<file path="config.mk">
export PLATFORM = sky130hd
export DESIGN_NAME = patrol_robot_mode_controller
export DESIGN_NICKNAME = d
export VERILOG_FILES = /design/src/sv/prmc_pkg.sv /design/src/sv/prmc_csr.sv /design/src/sv/prmc_core.sv /design/src/sv/patrol_robot_mode_controller.sv
export SDC_FILE = /design/constraint.sdc
export NUM_CORES = 1
export LEC_CHECK = 0
export BUFFER_PORTS_ARGS = -buffer_cell sky130_fd_sc_hd__buf_2
export CAP_MARGIN = 5
export CORE_UTILIZATION = 59
export DETAILED_ROUTE_END_ITERATION = 8
export HOLD_SLACK_MARGIN = 0.06
export PLACE_DENSITY = 0.77
export SLEW_MARGIN = 10
export SYNTH_ARGS = -nofsm -noshare
export SYNTH_HDL_FRONTEND = slang
export SYNTH_SLANG_ARGS = --single-unit
</file>
<file path="constraint.sdc">
create_clock -name clock -period 6.4 [get_ports clock]
set_input_delay 0.64 -clock clock [delete_from_list [all_inputs] [get_ports clock]]
set_output_delay 0.64 -clock clock [all_outputs]
set_load 0.005 [all_outputs]
</file>
<file path="src/sv/prmc_pkg.sv">
// ----------------------------------------------------------------------------
// Patrol robot mode controller package
// Payload structs, mode/command/light codes, register map and defaults.
// ----------------------------------------------------------------------------
`default_nettype none

package prmc_pkg;

   localparam int unsigned CSR_INDEX_W     = 3;
   localparam int unsigned CSR_DATA_W      = 16;
   localparam int unsigned BLINK_MS_DEFAULT = 400;

   typedef enum logic [1:0] {
      MODE_NORMAL = 2'd0,
      MODE_SLOW   = 2'd1,
      MODE_DANGER = 2'd2,
      MODE_PATROL = 2'd3
   } mode_type;

   typedef enum logic [1:0] {
      CMD_STOP     = 2'd0,
      CMD_FORWARD  = 2'd1,
      CMD_BACKWARD = 2'd2,
      CMD_LEFT     = 2'd3
   } cmd_type;

   typedef enum logic [2:0] {
      LIGHT_OFF        = 3'd0,
      LIGHT_FULL_GREEN = 3'd1,
      LIGHT_HALF_GREEN = 3'd2,
      LIGHT_HALF_BLUE  = 3'd3,
      LIGHT_FULL_RED   = 3'd4
   } light_type;

   // register indexes
   localparam logic [CSR_INDEX_W-1:0] CSR_DANGER_DISTANCE    = 3'd0;
   localparam logic [CSR_INDEX_W-1:0] CSR_SLOW_DISTANCE      = 3'd1;
   localparam logic [CSR_INDEX_W-1:0] CSR_BACKWARD_MS        = 3'd2;
   localparam logic [CSR_INDEX_W-1:0] CSR_STOP_MS            = 3'd3;
   localparam logic [CSR_INDEX_W-1:0] CSR_PATROL_INTERVAL_MS = 3'd4;
   localparam logic [CSR_INDEX_W-1:0] CSR_PATROL_LENGTH_MS   = 3'd5;
   localparam logic [CSR_INDEX_W-1:0] CSR_NORMAL_SPEED       = 3'd6;
   localparam logic [CSR_INDEX_W-1:0] CSR_SLOW_SPEED         = 3'd7;

   // register reset values
   localparam logic [9:0]  DANGER_DISTANCE_RST    = 10'd40;
   localparam logic [9:0]  SLOW_DISTANCE_RST      = 10'd80;
   localparam logic [15:0] BACKWARD_MS_RST        = 16'd1000;
   localparam logic [15:0] STOP_MS_RST            = 16'd2000;
   localparam logic [15:0] PATROL_INTERVAL_MS_RST = 16'd10000;
   localparam logic [15:0] PATROL_LENGTH_MS_RST   = 16'd2000;
   localparam logic [7:0]  NORMAL_SPEED_RST       = 8'd178;
   localparam logic [7:0]  SLOW_SPEED_RST         = 8'd127;

   typedef struct packed {
      logic [31:0] now_ms;
      logic [9:0]  distance_cm;
      logic        turn_done;
   } req_type;

   typedef struct packed {
      logic [1:0] mode;
      logic [1:0] motor_command;
      logic [7:0] motor_speed;
      logic [2:0] light_pattern;
   } rsp_type;

   typedef struct packed {
      logic [9:0]  danger_distance;
      logic [9:0]  slow_distance;
      logic [15:0] backward_ms;
      logic [15:0] stop_ms;
      logic [15:0] patrol_interval_ms;
      logic [15:0] patrol_length_ms;
      logic [7:0]  normal_speed;
      logic [7:0]  slow_speed;
   } cfg_type;

endpackage

`default_nettype wire

</file>
<file path="src/sv/prmc_csr.sv">
// ----------------------------------------------------------------------------
// Patrol robot mode controller configuration registers
// Write-only register file holding thresholds, delays and speeds.
// ----------------------------------------------------------------------------
`default_nettype none

module prmc_csr (
   input  wire logic                                  clock,
   input  wire logic                                  reset,
   input  wire logic                                  csr_write,
   input  wire logic [prmc_pkg::CSR_INDEX_W-1:0]      csr_index,
   input  wire logic [prmc_pkg::CSR_DATA_W-1:0]       csr_wdata,
   output prmc_pkg::cfg_type                          cfg
);

   prmc_pkg::cfg_type cfg_ff;

   always_ff @(posedge clock) begin
      if (reset) begin
         cfg_ff.danger_distance    <= prmc_pkg::DANGER_DISTANCE_RST;
         cfg_ff.slow_distance      <= prmc_pkg::SLOW_DISTANCE_RST;
         cfg_ff.backward_ms        <= prmc_pkg::BACKWARD_MS_RST;
         cfg_ff.stop_ms            <= prmc_pkg::STOP_MS_RST;
         cfg_ff.patrol_interval_ms <= prmc_pkg::PATROL_INTERVAL_MS_RST;
         cfg_ff.patrol_length_ms   <= prmc_pkg::PATROL_LENGTH_MS_RST;
         cfg_ff.normal_speed       <= prmc_pkg::NORMAL_SPEED_RST;
         cfg_ff.slow_speed         <= prmc_pkg::SLOW_SPEED_RST;
      end else if (csr_write) begin
         unique case (csr_index)
            prmc_pkg::CSR_DANGER_DISTANCE:    cfg_ff.danger_distance    <= csr_wdata[9:0];
            prmc_pkg::CSR_SLOW_DISTANCE:      cfg_ff.slow_distance      <= csr_wdata[9:0];
            prmc_pkg::CSR_BACKWARD_MS:        cfg_ff.backward_ms        <= csr_wdata;
            prmc_pkg::CSR_STOP_MS:            cfg_ff.stop_ms            <= csr_wdata;
            prmc_pkg::CSR_PATROL_INTERVAL_MS: cfg_ff.patrol_interval_ms <= csr_wdata;
            prmc_pkg::CSR_PATROL_LENGTH_MS:   cfg_ff.patrol_length_ms   <= csr_wdata;
            prmc_pkg::CSR_NORMAL_SPEED:       cfg_ff.normal_speed       <= csr_wdata[7:0];
            prmc_pkg::CSR_SLOW_SPEED:         cfg_ff.slow_speed         <= csr_wdata[7:0];
            default: ;
         endcase
      end
   end

   assign cfg = cfg_ff;

endmodule

`default_nettype wire

</file>
<file path="src/sv/prmc_core.sv">
// ----------------------------------------------------------------------------
// Patrol robot mode controller core
// Mode state and one-tick update logic; result reflects state after the tick.
// ----------------------------------------------------------------------------
`default_nettype none

module prmc_core #(
   parameter int unsigned BLINK_MS = prmc_pkg::BLINK_MS_DEFAULT
) (
   input  wire logic               clock,
   input  wire logic               reset,
   input  wire logic               step,
   input  prmc_pkg::req_type       req,
   input  prmc_pkg::cfg_type       cfg,
   output prmc_pkg::rsp_type       rsp
);

   prmc_pkg::mode_type  mode_ff, mode_in;
   logic                entry_ff, entry_in;
   logic [31:0]         mark_ff, mark_in;
   logic [31:0]         blink_time_ff, blink_time_in;
   logic [31:0]         rev_start_ff, rev_start_in;
   logic                rev_started_ff, rev_started_in;
   logic                blink_on_ff, blink_on_in;
   prmc_pkg::cmd_type   cmd_ff, cmd_in;
   logic [7:0]          speed_ff, speed_in;
   prmc_pkg::light_type lights_ff, lights_in;

   logic [31:0]         el_mark;
   logic [31:0]         el_rev;
   logic [31:0]         el_blink;

   always_comb begin
      mode_in        = mode_ff;
      entry_in       = entry_ff;
      mark_in        = mark_ff;
      blink_time_in  = blink_time_ff;
      rev_start_in   = rev_start_ff;
      rev_started_in = rev_started_ff;
      blink_on_in    = blink_on_ff;
      cmd_in         = cmd_ff;
      speed_in       = speed_ff;
      lights_in      = lights_ff;
      el_mark        = '0;
      el_rev         = '0;
      el_blink       = '0;

      unique case (mode_ff)
         prmc_pkg::MODE_NORMAL: begin
            if (entry_ff) begin
               mark_in = req.now_ms;
            end
            entry_in  = 1'b0;
            lights_in = prmc_pkg::LIGHT_HALF_GREEN;
            speed_in  = cfg.normal_speed;
            cmd_in    = prmc_pkg::CMD_FORWARD;
            el_mark   = req.now_ms - mark_in;
            if (req.distance_cm < cfg.slow_distance) begin
               mode_in  = prmc_pkg::MODE_SLOW;
               entry_in = 1'b1;
            end
            if (el_mark >= {16'd0, cfg.patrol_interval_ms} &&
                req.distance_cm > cfg.slow_distance) begin
               mode_in  = prmc_pkg::MODE_PATROL;
               entry_in = 1'b1;
            end
         end
         prmc_pkg::MODE_SLOW: begin
            entry_in  = 1'b0;
            lights_in = prmc_pkg::LIGHT_HALF_BLUE;
            speed_in  = cfg.slow_speed;
            cmd_in    = prmc_pkg::CMD_FORWARD;
            if (req.distance_cm > cfg.slow_distance) begin
               mode_in  = prmc_pkg::MODE_NORMAL;
               entry_in = 1'b1;
            end
            // danger wins over normal
            if (req.distance_cm < cfg.danger_distance) begin
               mode_in  = prmc_pkg::MODE_DANGER;
               entry_in = 1'b1;
            end
         end
         prmc_pkg::MODE_DANGER: begin
            if (entry_ff) begin
               entry_in       = 1'b0;
               mark_in        = req.now_ms;
               rev_started_in = 1'b0;
               rev_start_in   = '0;
               cmd_in         = prmc_pkg::CMD_STOP;
               lights_in      = prmc_pkg::LIGHT_FULL_RED;
            end
            el_mark = req.now_ms - mark_in;
            el_rev  = req.now_ms - rev_start_in;
            if (el_mark >= {16'd0, cfg.stop_ms}) begin
               if (!rev_started_in) begin
                  rev_started_in = 1'b1;
                  rev_start_in   = req.now_ms;
                  speed_in       = cfg.slow_speed;
                  cmd_in         = prmc_pkg::CMD_BACKWARD;
               end else if (el_rev >= {16'd0, cfg.backward_ms}) begin
                  if (!req.turn_done) begin
                     cmd_in = prmc_pkg::CMD_LEFT;
                  end else begin
                     cmd_in = prmc_pkg::CMD_STOP;
                     if (req.distance_cm > cfg.danger_distance) begin
                        mode_in  = prmc_pkg::MODE_SLOW;
                        entry_in = 1'b1;
                     end
                  end
               end
            end
         end
         prmc_pkg::MODE_PATROL: begin
            if (entry_ff) begin
               entry_in      = 1'b0;
               blink_time_in = req.now_ms;
               mark_in       = req.now_ms;
               cmd_in        = prmc_pkg::CMD_STOP;
            end
            el_blink = req.now_ms - blink_time_in;
            el_mark  = req.now_ms - mark_in;
            if (el_blink >= 32'(BLINK_MS)) begin
               blink_on_in   = !blink_on_ff;
               blink_time_in = req.now_ms;
               lights_in     = blink_on_in ? prmc_pkg::LIGHT_FULL_GREEN : prmc_pkg::LIGHT_OFF;
               // leave only on a blink tick past the minimum pause
               if (el_mark >= {16'd0, cfg.patrol_length_ms}) begin
                  mode_in  = prmc_pkg::MODE_NORMAL;
                  entry_in = 1'b1;
               end
            end
         end
      endcase
   end

   always_ff @(posedge clock) begin
      if (reset) begin
         mode_ff        <= prmc_pkg::MODE_NORMAL;
         entry_ff       <= 1'b1;
         mark_ff        <= '0;
         blink_time_ff  <= '0;
         rev_start_ff   <= '0;
         rev_started_ff <= 1'b0;
         blink_on_ff    <= 1'b0;
         cmd_ff         <= prmc_pkg::CMD_STOP;
         speed_ff       <= '0;
         lights_ff      <= prmc_pkg::LIGHT_OFF;
      end else if (step) begin
         mode_ff        <= mode_in;
         entry_ff       <= entry_in;
         mark_ff        <= mark_in;
         blink_time_ff  <= blink_time_in;
         rev_start_ff   <= rev_start_in;
         rev_started_ff <= rev_started_in;
         blink_on_ff    <= blink_on_in;
         cmd_ff         <= cmd_in;
         speed_ff       <= speed_in;
         lights_ff      <= lights_in;
      end
   end

   assign rsp.mode          = mode_in;
   assign rsp.motor_command = cmd_in;
   assign rsp.motor_speed   = speed_in;
   assign rsp.light_pattern = lights_in;

endmodule

`default_nettype wire

</file>
<file path="src/sv/patrol_robot_mode_controller.sv">
// ----------------------------------------------------------------------------
// Patrol robot mode controller
// Input register, one-tick mode update, result register with back pressure.
// ----------------------------------------------------------------------------
// Requests wait in the input register; their responses in the result register.
// Throughput: one request per cycle; while a finished response is held by
// rsp_stall the input register takes one more request, then stalls until it moves.
// Reset (synchronous): registers to defaults, mode normal, commands stop, both
// pipeline registers empty.
`default_nettype none

module patrol_robot_mode_controller #(
   parameter int unsigned BLINK_MS = prmc_pkg::BLINK_MS_DEFAULT
) (
   input  wire logic                               clock,
   input  wire logic                               reset,
   input  wire logic                               req_valid,
   output logic                                    req_stall,
   input  prmc_pkg::req_type                       req_data,
   output logic                                    rsp_valid,
   input  wire logic                               rsp_stall,
   output prmc_pkg::rsp_type                       rsp_data,
   input  wire logic                               csr_write,
   input  wire logic [prmc_pkg::CSR_INDEX_W-1:0]   csr_index,
   input  wire logic [prmc_pkg::CSR_DATA_W-1:0]    csr_wdata
);

   prmc_pkg::cfg_type cfg;
   prmc_pkg::req_type req_data_ff;
   logic              req_valid_ff;
   prmc_pkg::rsp_type rsp_data_ff;
   logic              rsp_valid_ff;
   prmc_pkg::rsp_type step_rsp;
   logic              step;

   // the held request steps once the result register is free or draining
   assign step      = req_valid_ff && (!rsp_valid_ff || !rsp_stall);
   assign req_stall = req_valid_ff && !step;

   prmc_csr u_csr (
      .clock     (clock),
      .reset     (reset),
      .csr_write (csr_write),
      .csr_index (csr_index),
      .csr_wdata (csr_wdata),
      .cfg       (cfg)
   );

   prmc_core #(
      .BLINK_MS (BLINK_MS)
   ) u_core (
      .clock (clock),
      .reset (reset),
      .step  (step),
      .req   (req_data_ff),
      .cfg   (cfg),
      .rsp   (step_rsp)
   );

   always_ff @(posedge clock) begin
      if (reset) begin
         req_valid_ff <= 1'b0;
         rsp_valid_ff <= 1'b0;
      end else begin
         if (req_valid && !req_stall) begin
            req_valid_ff <= 1'b1;
            req_data_ff  <= req_data;
         end else if (step) begin
            req_valid_ff <= 1'b0;
         end
         if (step) begin
            rsp_valid_ff <= 1'b1;
            rsp_data_ff  <= step_rsp;
         end else if (!rsp_stall) begin
            rsp_valid_ff <= 1'b0;
         end
      end
   end

   assign rsp_valid = rsp_valid_ff;
   assign rsp_data  = rsp_data_ff;

endmodule

`default_nettype wire

</file>
## After elaboration in Yosys (flattened, before gate mapping)

Index checks and enable logic that the tools add are counted.

| operators by class | value |
|---|---|
| eq/ne operators | 11 |
| bitwise gates (word level) | 1 |
| reduce and logical (&&, ||, !) cells | 29 |
| $lt $le $gt $ge | 9 |
| add/subtract/negate cells | 5 |
| muxes and demuxes | 56 |

Operators with widths:

| operator | count |
|---|---|
| 32-bit two-way mux | 11 |
| 32-bit subtractor | 5 |
| 32-bit by 16-bit greater-or-equal comparator with 1-bit output | 4 |
| 32-bit case mux with 3 select lines | 1 |
| 32-bit by 9-bit greater-or-equal comparator with 1-bit output (second input constant) | 1 |
| 2-bit two-way mux | 16 |
| 2-bit AND reduction | 13 |
| 8-bit case mux with 3 select lines | 1 |
| 10-bit > comparator | 2 |
| 10-bit less-than comparator | 2 |
| 1-bit two-way mux | 19 |
| 8-bit two-way mux | 2 |
| 3-bit == test (second input constant) | 4 |
| 3-bit case mux with 4 select lines | 1 |
| 2-bit case mux with 4 select lines | 1 |
| 3-bit by 2-bit == test with 1-bit output (second input constant) | 2 |
| 3-bit two-way mux | 2 |
| 2-bit case mux with 3 select lines | 1 |
| 1-bit zero test | 5 |
| 2-bit == test (second input constant) | 2 |
| 1-bit logical AND | 4 |
| 1-bit case mux with 4 select lines | 1 |
| 3-bit by 1-bit == test with 1-bit output (second input constant) | 1 |
| 3-bit zero test | 1 |
| 9 further kinds | 9 |

| word-level totals | value |
|---|---|
| flip-flop bits (word level) | 274 |
| logic and storage cells | 138 |

## Longest topological paths before layout

Gate-level depths: netlist (run 1).

| depth | value |
|---|---|
| depth in word-level cells | 8 |
| gate-level depth with buffers | 25 |
| gate-level depth less buffers | 21 |

## By module

From an unflattened synthesis (run 1), not the netlist that was laid out.

| unflattened totals | value |
|---|---|
| cells, all modules | 2268 |
| area, all modules | 19461.2 µm² |

Modules (own cells, without submodules):

| module | area each (µm²) | cells an instance | instances |
|---|---|---|---|
| prmc_core | 13656.8 | 1830 | 1 |
| prmc_csr | 3960.0 | 370 | 1 |
| patrol_robot_mode_controller | 1844.3 | 68 | 1 |

## Worst setup path after synthesis (run 1)

Ideal clock, no wire load.

| path | value |
|---|---|
| path kind | register to register |
| start point | register u_core.entry_ff |
| end point | register u_core.cmd_ff[1] |
| stages on the path, launching flop included | 25 |
| setup slack | 0.699 ns |
| data arrival time | 5.600 ns |
| setup time | 0.101 ns |
| path through | dfxtp_1 > clkbuf_1 > clkbuf_1 > buf_1 > clkbuf_1 > nand2b_1 > ha_1 > a21oi_1 > nand2_1 > o21ai_0 > nand2_1 > nand3_1 > nand2_1 > a21oi_1 > xnor2_1 > ha_1 > nor2b_1 > a2111oi_0 > o2111a_1 > o211ai_1 > or4_1 > nor4_1 > nand2_1 > a41o_1 > o41ai_1 |

| between the ends | value |
|---|---|
| word-level cells in the longest chain between the ends | 8 |
| elaborated cells between the ends (all ways) | 15 |
| those cells by class | add/sub (2); order compare (2); mux (11) |

RTL lines:

| item | RTL line | RTL |
|---|---|---|
| start: declaration | prmc_core.sv:19 | `logic entry_ff, entry_in;` |
| start signal: assignment | prmc_core.sv:150 | `entry_ff <= entry_in;` |
| 32-bit two-way mux | prmc_core.sv:84 | `if (entry_ff) begin` |
| 32-bit two-way mux | prmc_core.sv:48 | `unique case (mode_ff)` |
| 32-bit subtractor | prmc_core.sv:93 | `el_rev = req.now_ms - rev_start_in;` |
| 32-bit by 16-bit greater-or-equal comparator with 1-bit output | prmc_core.sv:100 | `end else if (el_rev >= {16'd0, cfg.backward_ms}) begin` |
| 2-bit two-way mux | prmc_core.sv:100 |  |
| 2-bit two-way mux | prmc_core.sv:95 | `if (!rev_started_in) begin` |
| 2-bit two-way mux | prmc_core.sv:94 | `if (el_mark >= {16'd0, cfg.stop_ms}) begin` |
| 2-bit case mux with 3 select lines * | prmc_core.sv:48 |  |
| end signal: assignment | prmc_core.sv:145 | `cmd_ff <= prmc_pkg::CMD_STOP;` |
| end signal: assignment | prmc_core.sv:156 | `cmd_ff <= cmd_in;` |
| end: declaration | prmc_core.sv:25 | `prmc_pkg::cmd_type cmd_ff, cmd_in;` |

Every way passes the cells marked *; elsewhere a longest branch is shown, timed or not. The select of a mux whose other input is x is not followed.
A chain may end at the register's enable or synchronous reset.

## Worst setup path in the final report (run 1)

| path | value |
|---|---|
| start point | register u_core.entry_ff |
| end point | register u_core.rev_start_ff[8] |

| between the ends | value |
|---|---|
| word-level cells in the longest chain between the ends | 5 |
| elaborated cells between the ends (all ways) | 10 |
| those cells by class | add/sub (1); order compare (1); mux (8) |

RTL lines:

| item | RTL line | RTL |
|---|---|---|
| 32-bit two-way mux | prmc_core.sv:84 |  |
| 32-bit two-way mux | prmc_core.sv:48 |  |
| 32-bit subtractor | prmc_core.sv:92 | `el_mark = req.now_ms - mark_in;` |
| 32-bit by 16-bit greater-or-equal comparator with 1-bit output | prmc_core.sv:94 |  |
| 32-bit two-way mux * | prmc_core.sv:94 |  |
| end signal: assignment | prmc_core.sv:153 | `rev_start_ff <= rev_start_in;` |
| end: declaration | prmc_core.sv:22 | `logic [31:0] rev_start_ff, rev_start_in;` |

Marks and branches as above.

==> impl_metrics.yaml, run 1 <==
global_route:
  global_route.usage.total: 0.315
  top_usage_layer: "met2"
  grt_overflow_total: 0
  antenna_found_initial: 1
  grt_use_met2: 0.507
  grt_pass1_vias: 16599
  grt_start_max_net_pins: 105
  grt.met3_usage: 0.0389
  grt_pass1_wl_mm: 85.2
  use_met1: 0.436
sta:
  finalSetupViolations: 0
  relSlewSlack: 0.232
  fin_tns_setup_ns: 0
  rsz0062_at_grt: "false"
  slew_violations: 0
  min_period_ns: 5.55
  clock.fmax_mhz: 180
  worst_pin_slew_ns: 1.15
  fin_crit_sh: 0.868
  hold_viol: 0
  clock_skew_ns: 0.0248
worst_setup_path:
  path_cells: "o21ai_0 -> ha_1 -> inv_1 -> fa_1 -> a21o_1 -> a311oi_1 -> nor4_1 -> or3b_1 -> xor2_1 -> ha_1 -> a21o_1 -> a21oi_1 -> o311ai_1 -> nor3_1 -> inv_1 -> a221oi_4 -> buf_4 -> a22o_1"
  ff2ff_path_depth: 18
  crit_family: "compound AO/OA/AOI/OAI gates"
  cpPeakStageDelay_ns: 0.53
  critical_path_buf_inv_count: 3
  reg2reg_slack_ns: 0.85
  r2r-start: "u_core.entry_ff$_SDFFE_PP1P_"
  critPathSlowestCell: "a311oi_1"
  worstPathMaxFanout: 32
  start_kind: "flop"
  arrival_ns: 6.07
  worstSetupPathType: "flop to flop"
  cp-end-kind: "flop"
  r2r-end: "u_core.rev_start_ff[8]$_SDFFE_PP0P_"
  cp_data_required_time_ns: 6.92
logic_synthesis:
  yosys_warnings: 0
  synth_area_leaders: "dfxtp_1, ha_1, edfxtp_1"
  synth_cell_types: 90
  async_flop_share: 0
  synth_edf_count: 58
  post-synth-top-area-fraction: 0.225
  avgSynthCellArea_um2: 8.31
  syn-cell-area_um2: 19200
  synth_nets: 2561
  synth-seq-cells: 274
  ys_seq_area_frac: 0.316
  yosys.area.top_type: "dfxtp_1"
  synthFlopType: "dfxtp_1"
  syn_inst: 2312
layout:
  layout.nets: 2561
  syn_to_final_growth_pct: 8.05
  layout-drive-gt1-share: 0.0796
  stdcell_area_um2: 20700
drt:
  wl_mm: 53.0
  drc: 0
  drtPass1Iterations: 8
  viasPerCell: 6.37
  ant_nets: 0
  via_count: 17648
  dr.first_iter.drc_count: 1781
  wl_per_cell_um: 19.1
min_path:
  hold_path_end: "req_data_ff[9]$_DFFE_PP_"
  holdPathStages: 1
  min_path_type: "input port to flop"
  worstHoldStart: "req_data[9]"
cts:
  ctsResizeCount: 0
  clkSlewWorstSetupHoldPaths_ns: 0.06
  tritoncts: "built"
  holdBufCountCts: 0
  htree_levels: 1
  cts_sinks: 274
  cts_buffers: 31
  clock_path_buffers: 3
  clkLatencyLatePin_ns: 0.59
  postCtsSetupBuffers: 0
  cts_root_buf: "clkbuf_16"
place:
  placed_cell_area_um2: 19800
  place_congestion: 1.00
  port_buffers: 83
  hpwlAfterDp_mm: 39.4
run:
  max_cap_viol_count: 0
floorplanning:
  core_um2: 31800
  dieArea_um2: 33300
  initial_utilization: 0.604
  die_x_um: 182
  core.rowCount: 65
  fp.dieH_um: 182
  io_pins: 84
status:
  run_status: "finished clean"
pwr:
  p_leak_nw: 8.77
  irDropWorstVdd_v: 0.000225
  power_density_nw_per_um2: 217
## flip-flops by register name, summed over array words and instances, names as in the netlist
name / flops
req_valid_ff: 1
u_core.mode_ff: 2
u_csr.cfg: 100
rsp_data: 15
u_core.rev_started_ff: 1
rsp_valid: 1
u_core.blink_time_ff: 32
u_core.blink_on_ff: 1
u_core.cmd_ff: 2
u_core.entry_ff: 1
u_core.rev_start_ff: 32
u_core.speed_ff: 8
u_core.lights_ff: 3
u_core.mark_ff: 32
req_data_ff: 43
## area by class of cell
| cell class | instances | area (um^2) |
|---|---|---|
| diodes | 1 | 2.50 |
| clock buffers | 47 | 866 |
| clock inverters | 10 | 61.3 |
| fillers | 2646 | 11000 |
| inverters | 105 | 394 |
| multi-input cells | 1800 | 12200 |
| flip-flops and latches | 274 | 6070 |
| well taps | 435 | 544 |
| repair buffers | 100 | 574 |
## metrics by stage
step | std cells | total power [mW] | setup WS [ns] | hold slack, ns | utilization
global placement | 2714 | 2.84 | 1.07 | 0.443 | 0.623
detailed placement | 2714 | 2.86 | 0.983 | 0.448 | 0.623
global route | 2772 | 4.70 | 0.376 | 0.213 | 0.653
CTS | 2771 | 4.50 | 0.938 | 0.213 | 0.652
floorplan | 2312 | 2.61 | 0.699 | 0.435 | -
finish | 2772 | 4.50 | 0.848 | 0.226 | 0.653
## how the worst max path moves through the flow
stage                            startpoint                              endpoint  slack (ns)  cells past startpoint
2_1_floorplan  u_core.entry_ff$_SDFFE_PP1P_         u_core.cmd_ff[1]$_SDFFE_PP0P_        0.70                     24
3_3_place_gp   u_core.entry_ff$_SDFFE_PP1P_                rsp_data[13]$_DFFE_PP_        1.07                     14
3_5_place_dp   u_core.entry_ff$_SDFFE_PP1P_  u_core.rev_start_ff[25]$_SDFFE_PP0P_        0.98                     18
4_1_cts        u_core.entry_ff$_SDFFE_PP1P_  u_core.rev_start_ff[21]$_SDFFE_PP0P_        0.94                     18
5_1_grt        u_core.entry_ff$_SDFFE_PP1P_                rsp_data[11]$_DFFE_PP_        0.38                     22
6_report       u_core.entry_ff$_SDFFE_PP1P_   u_core.rev_start_ff[8]$_SDFFE_PP0P_        0.85                     18
## cell usage in the layout (no fill, tap or decap), drive strengths merged, types with 49 or more instances in the layout
| cell type | Yosys | final |
|---|---|---|
| a211oi | 54 | 54 |
| a21o | 57 | 57 |
| a21oi | 199 | 199 |
| buf | 13 | 100 |
| dfxtp | 216 | 216 |
| edfxtp | 58 | 58 |
| ha | 179 | 179 |
| inv | 105 | 107 |
| mux2i | 113 | 113 |
| nand2 | 284 | 284 |
| nand2b | 49 | 49 |
| nor2 | 208 | 208 |
| o21ai | 72 | 72 |
## metal layers
metal | share of wire | up-vias
met5 | 0 | -
met4 | 0.032 | 0
met3 | 0.071 | 116
met2 | 0.45 | 704
met1 | 0.45 | 8383
li1 | - | 8445
## cells by family (layout without fill, tap and decap cells)
| kind of cell | after synthesis | count (layout) | synth area share |
|---|---|---|---|
| muxes | 116 | 116 | 0.0607 |
| buffers and inverters | 238 | 262 | 0.0493 |
| DFF | 274 | 274 | 0.316 |
| other | 0 | 1 | 0 |
| and+or+nand+nor | 812 | 812 | 0.201 |
| adders and majority gates | 182 | 182 | 0.120 |
| AOI/OAI and AO/OA | 646 | 646 | 0.233 |
| xor gates and xnor gates | 44 | 44 | 0.0201 |
## Yosys cell counts, types with 7 or more instances
library cell,instances
nand2_1,284
dfxtp_1,216
nor2_1,208
a21oi_1,198
ha_1,179
mux2i_1,113
clkbuf_1,112
inv_1,105
o21ai_0,69
edfxtp_1,58
a21o_1,57
a211oi_1,54
nand2b_1,49
nand4_1,42
nand3_1,41
a211o_1,34
a22o_1,33
nor3_1,29
nor2b_1,28
o211ai_1,26
xnor2_1,26
nor4_1,24
o21a_1,24
xor2_1,18
and2_1,17
nand3b_1,16
or2_2,16
or3_1,16
a31oi_1,13
o31ai_1,11
and3_1,9
o41a_1,9
a2111oi_0,8
and4_1,8
clkbuf_2,8
o211a_1,8
a311oi_1,7
o2111ai_1,7
## worst register-to-register path: cells and delay by family, from the launching register on
| kind | cells | cell delay [ns] |
|---|---|---|
| adder cells (fa/ha/maj) | 3 | 0.94 |
| AO/OA/AOI/OAI | 8 | 2.02 |
| flip-flops | 1 | 0.40 |
| buffers and inverters | 3 | 0.64 |
| XOR/XNOR | 1 | 0.31 |
| AND/OR/NAND/NOR | 3 | 1.18 |
## where the power goes
group | total (mW) | switching (mW) | internal, mW
registers | 1.89 | 0.0591 | 1.83
clock network | 1.65 | 0.718 | 0.930
logic | 0.968 | 0.591 | 0.377
total | 4.50 | 1.37 | 3.14
(Power assumes the default switching activity.)
==> run 2: changes to the inputs <==
--- a/config.mk
+++ b/config.mk
@@ -5,6 +5,7 @@
 export SDC_FILE = /design/constraint.sdc
 export NUM_CORES = 1
 export LEC_CHECK = 0
+export ABC_AREA = 1
 export BUFFER_PORTS_ARGS = -buffer_cell sky130_fd_sc_hd__buf_2
 export CAP_MARGIN = 5
 export CORE_UTILIZATION = 59
==> run 2 against run 1 <==
Hold slack got worse by 0.0092 ns. Critical path type unchanged. Count of clock-buffer cells in the layout decreased by 7. Die area rose by 9.0%. Core utilization is essentially flat. Via count rose by 24%. Clock skew fell by 0.0020 ns. Cell area up 9.2%. Total power up 9.9%. Sequential share of layout area decreased by 2.5 points. Synthesized cell count is 45% higher.
==> impl_metrics.yaml, run 2 <==
global_route:
  antenna_found_initial: 1
  grt_start_max_net_pins: 105
  grt_pass1_vias: 20303
  grt_pass1_wl_mm: 108
  global_route.usage.total: 0.377
  grt_overflow_total: 0
worst_setup_path:
  r2r-start: "u_core.entry_ff$_SDFFE_PP1P_"
  cpPeakStageDelay_ns: 0.56
  path_cells: "inv_2 -> buf_4 -> a21oi_1 -> ha_1 -> nand2_1 -> nor2_1 -> inv_1 -> nor2_1 -> and3_1 -> nand2_1 -> nand2_1 -> o21ai_0 -> nor2_1 -> nand2_1 -> nor2_1 -> nand3_2 -> inv_2 -> nor2_1 -> o21ai_1 -> inv_1"
  worstSetupPathType: "flop to flop"
  worstPathMaxFanout: 48
  start_kind: "flop"
  arrival_ns: 5.61
  ff2ff_path_depth: 20
  critPathSlowestCell: "buf_4"
  cp-end-kind: "flop"
  cp_data_required_time_ns: 6.88
  crit_top_cell: "nor2_1"
  reg2reg_slack_ns: 1.27
  r2r-end: "u_core.blink_time_ff[22]$_SDFFE_PP0P_"
logic_synthesis:
  synth_edf_count: 58
  syn_inst: 3348
  yosys_warnings: 0
  synthFlopType: "dfxtp_1"
  ys_seq_area_frac: 0.290
  yosys.area.top_type: "dfxtp_1"
  avgSynthCellArea_um2: 6.26
  async_flop_share: 0
  syn-cell-area_um2: 21000
  post-synth-top-area-fraction: 0.206
  synth-seq-cells: 274
  synth_area_leaders: "dfxtp_1, nand2_1, ha_1"
  synth_nets: 3597
  synth_cell_types: 48
  synth_most_common_cell: "nand2_1"
  synth.top_cells.by_count: "nand2_1, inv_1, a21oi_1, nor2_1, dfxtp_1"
sta:
  worst_pin_slew_ns: 1.08
  relSlewSlack: 0.281
  fin_crit_sh: 0.801
  fin_tns_setup_ns: 0
  clock_skew_ns: 0.0228
  hold_viol: 0
  rsz0062_at_grt: "false"
  clock.fmax_mhz: 195
  slew_violations: 0
  finalSetupViolations: 0
  min_period_ns: 5.13
floorplanning:
  die_x_um: 190
  core_um2: 34700
  io_pins: 84
  initial_utilization: 0.604
  dieArea_um2: 36300
  core.rowCount: 68
  fp.dieH_um: 190
drt:
  drtPass1Iterations: 6
  wl_mm: 69.0
  viasPerCell: 5.65
  ant_nets: 0
  drc: 0
  dr.first_iter.drc_count: 2195
  via_count: 21858
  wl_per_cell_um: 17.8
layout:
  layout.nets: 3636
  regArea_um2: 6070
  mostFrequentLayoutCell: "nand2_1"
  n_fill_cell: 3203
  syn_to_final_growth_pct: 8.13
  largest_reg_flops: 100
  final_core_util: 0.653
  layout-drive-gt1-share: 0.0522
  final_cell_mix: "nand2_1, inv_1, a21oi_1, nor2_1, dfxtp_1"
  multi_input_area_um2: 12300
place:
  place_congestion: 1.05
  hpwlAfterDp_mm: 53.6
  port_buffers: 83
pwr:
  seqPwrFrac: 0.383
  switching_share: 0.346
  p_leak_nw: 11.9
  p_int_mw: 3.23
  power.share.clock: 0.352
  power_density_nw_per_um2: 218
  power_frac_comb: 0.264
  p_sw_mw: 1.71
  irDropWorstVdd_v: 0.000280
  finalPower_mw: 4.95
min_path:
  hold_path_end: "req_data_ff[1]$_DFFE_PP_"
  min_path_type: "input port to flop"
  holdPathStages: 1
  worstHoldStart: "req_data[1]"
cts:
  ctsResizeCount: 0
  clock_path_buffers: 3
  postCtsSetupBuffers: 0
  clkSlewWorstSetupHoldPaths_ns: 0.06
  clkLatencyLatePin_ns: 0.60
  cts_root_buf: "clkbuf_16"
  htree_levels: 1
  cts_sinks: 274
  tritoncts: "built"
  holdBufCountCts: 0
  cts_buffers: 31
run:
  max_cap_viol_count: 0
status:
  run_status: "finished clean"
## run 2: cell types whose count changed after synthesis, moves of 49 or more
cell | before | now
mux2i_1 | 113 | 0
nand2_1 | 284 | 1057
nand3_1 | 41 | 128
nand2b_1 | 49 | 0
nor2_1 | 208 | 276
a21oi_1 | 198 | 297
inv_1 | 105 | 585
o21ai_0 | 69 | 187
## run 2: power groups by stage
stage               clock network, mW  registers, mW  logic, mW
global route                     1.82           1.90       1.46
CTS                              1.75           1.89       1.28
global placement                    0           1.93       1.23
floorplan                           0           1.91      0.914
detailed placement                  0           1.93       1.27
finish                           1.74           1.90       1.31
## run 2: routing by layer
| metal | vias to the layer above | part of all wire | global-route usage |
|---|---|---|---|
| li1 | 10745 | - | - |
| met1 | 9928 | 0.43 | 0.490 |
| met2 | 984 | 0.44 | 0.620 |
| met3 | 201 | 0.082 | 0.0510 |
| met4 | 0 | 0.048 | 0.173 |
| met5 | - | 0 | 0 |
## run 2: logic make-up (layout without fill, tap and decap cells)
kind of cell               after synthesis  after routing  share of synthesized area
AOI/OAI and AO/OA                      617            617                      0.161
xor gates and xnor gates                36             36                     0.0150
adders and majority gates              182            182                      0.110
buffers and inverters                  681            743                      0.125
DFF                                    274            274                      0.290
other                                    0              1                          0
and+or+nand+nor                       1558           1558                      0.300
## run 2: worst max-delay path by stage
stage                     slack [ns]                         start  cells past startpoint                               endpoint
final                           1.27  u_core.entry_ff$_SDFFE_PP1P_                     20  u_core.blink_time_ff[22]$_SDFFE_PP0P_
after floorplan                 2.35  u_core.entry_ff$_SDFFE_PP1P_                     29                  rsp_data[3]$_DFFE_PP_
after global routing            0.88  u_core.entry_ff$_SDFFE_PP1P_                     20  u_core.blink_time_ff[30]$_SDFFE_PP0P_
after detailed placement        1.44  u_core.entry_ff$_SDFFE_PP1P_                     26                 rsp_data[11]$_DFFE_PP_
after CTS                       1.41  u_core.entry_ff$_SDFFE_PP1P_                     20  u_core.blink_time_ff[29]$_SDFFE_PP0P_
after global placement          1.51  u_core.entry_ff$_SDFFE_PP1P_                     26                 rsp_data[11]$_DFFE_PP_
## run 2: area by class of cell
| cell class | count | share of cell area |
|---|---|---|
| Multi-Input combinational cell | 2393 | 0.542 |
| Sequential cell | 274 | 0.268 |
| Inverter | 591 | 0.0982 |
| Clock buffer | 40 | 0.0384 |
| Tap cell | 455 | 0.0251 |
| Timing Repair Buffer | 96 | 0.0232 |
| Clock inverter | 16 | 0.00497 |
| Antenna cell | 1 | 0.000110 |
## run 2: critical path: cells and delay by family (launching register included)
family,cells,cell delay [ns]
adder cells (fa/ha/maj),1,0.48
AND/OR/NAND/NOR,11,1.91
buffers and inverters,5,1.75
flip-flops,1,0.32
AO/OA/AOI/OAI,3,0.50
## run 2: per-stage QoR
stage | instance area [um^2] | cells | hold slack, ns | setup WS (ns)
after floorplan | 21000 | 3348 | 0.429 | 2.35
after global placement | 21600 | 3808 | 0.445 | 1.51
after detailed placement | 21600 | 3808 | 0.455 | 1.44
after CTS | 22600 | 3864 | 0.203 | 1.41
after global routing | 22700 | 3866 | 0.201 | 0.880
final | 22700 | 3866 | 0.217 | 1.27
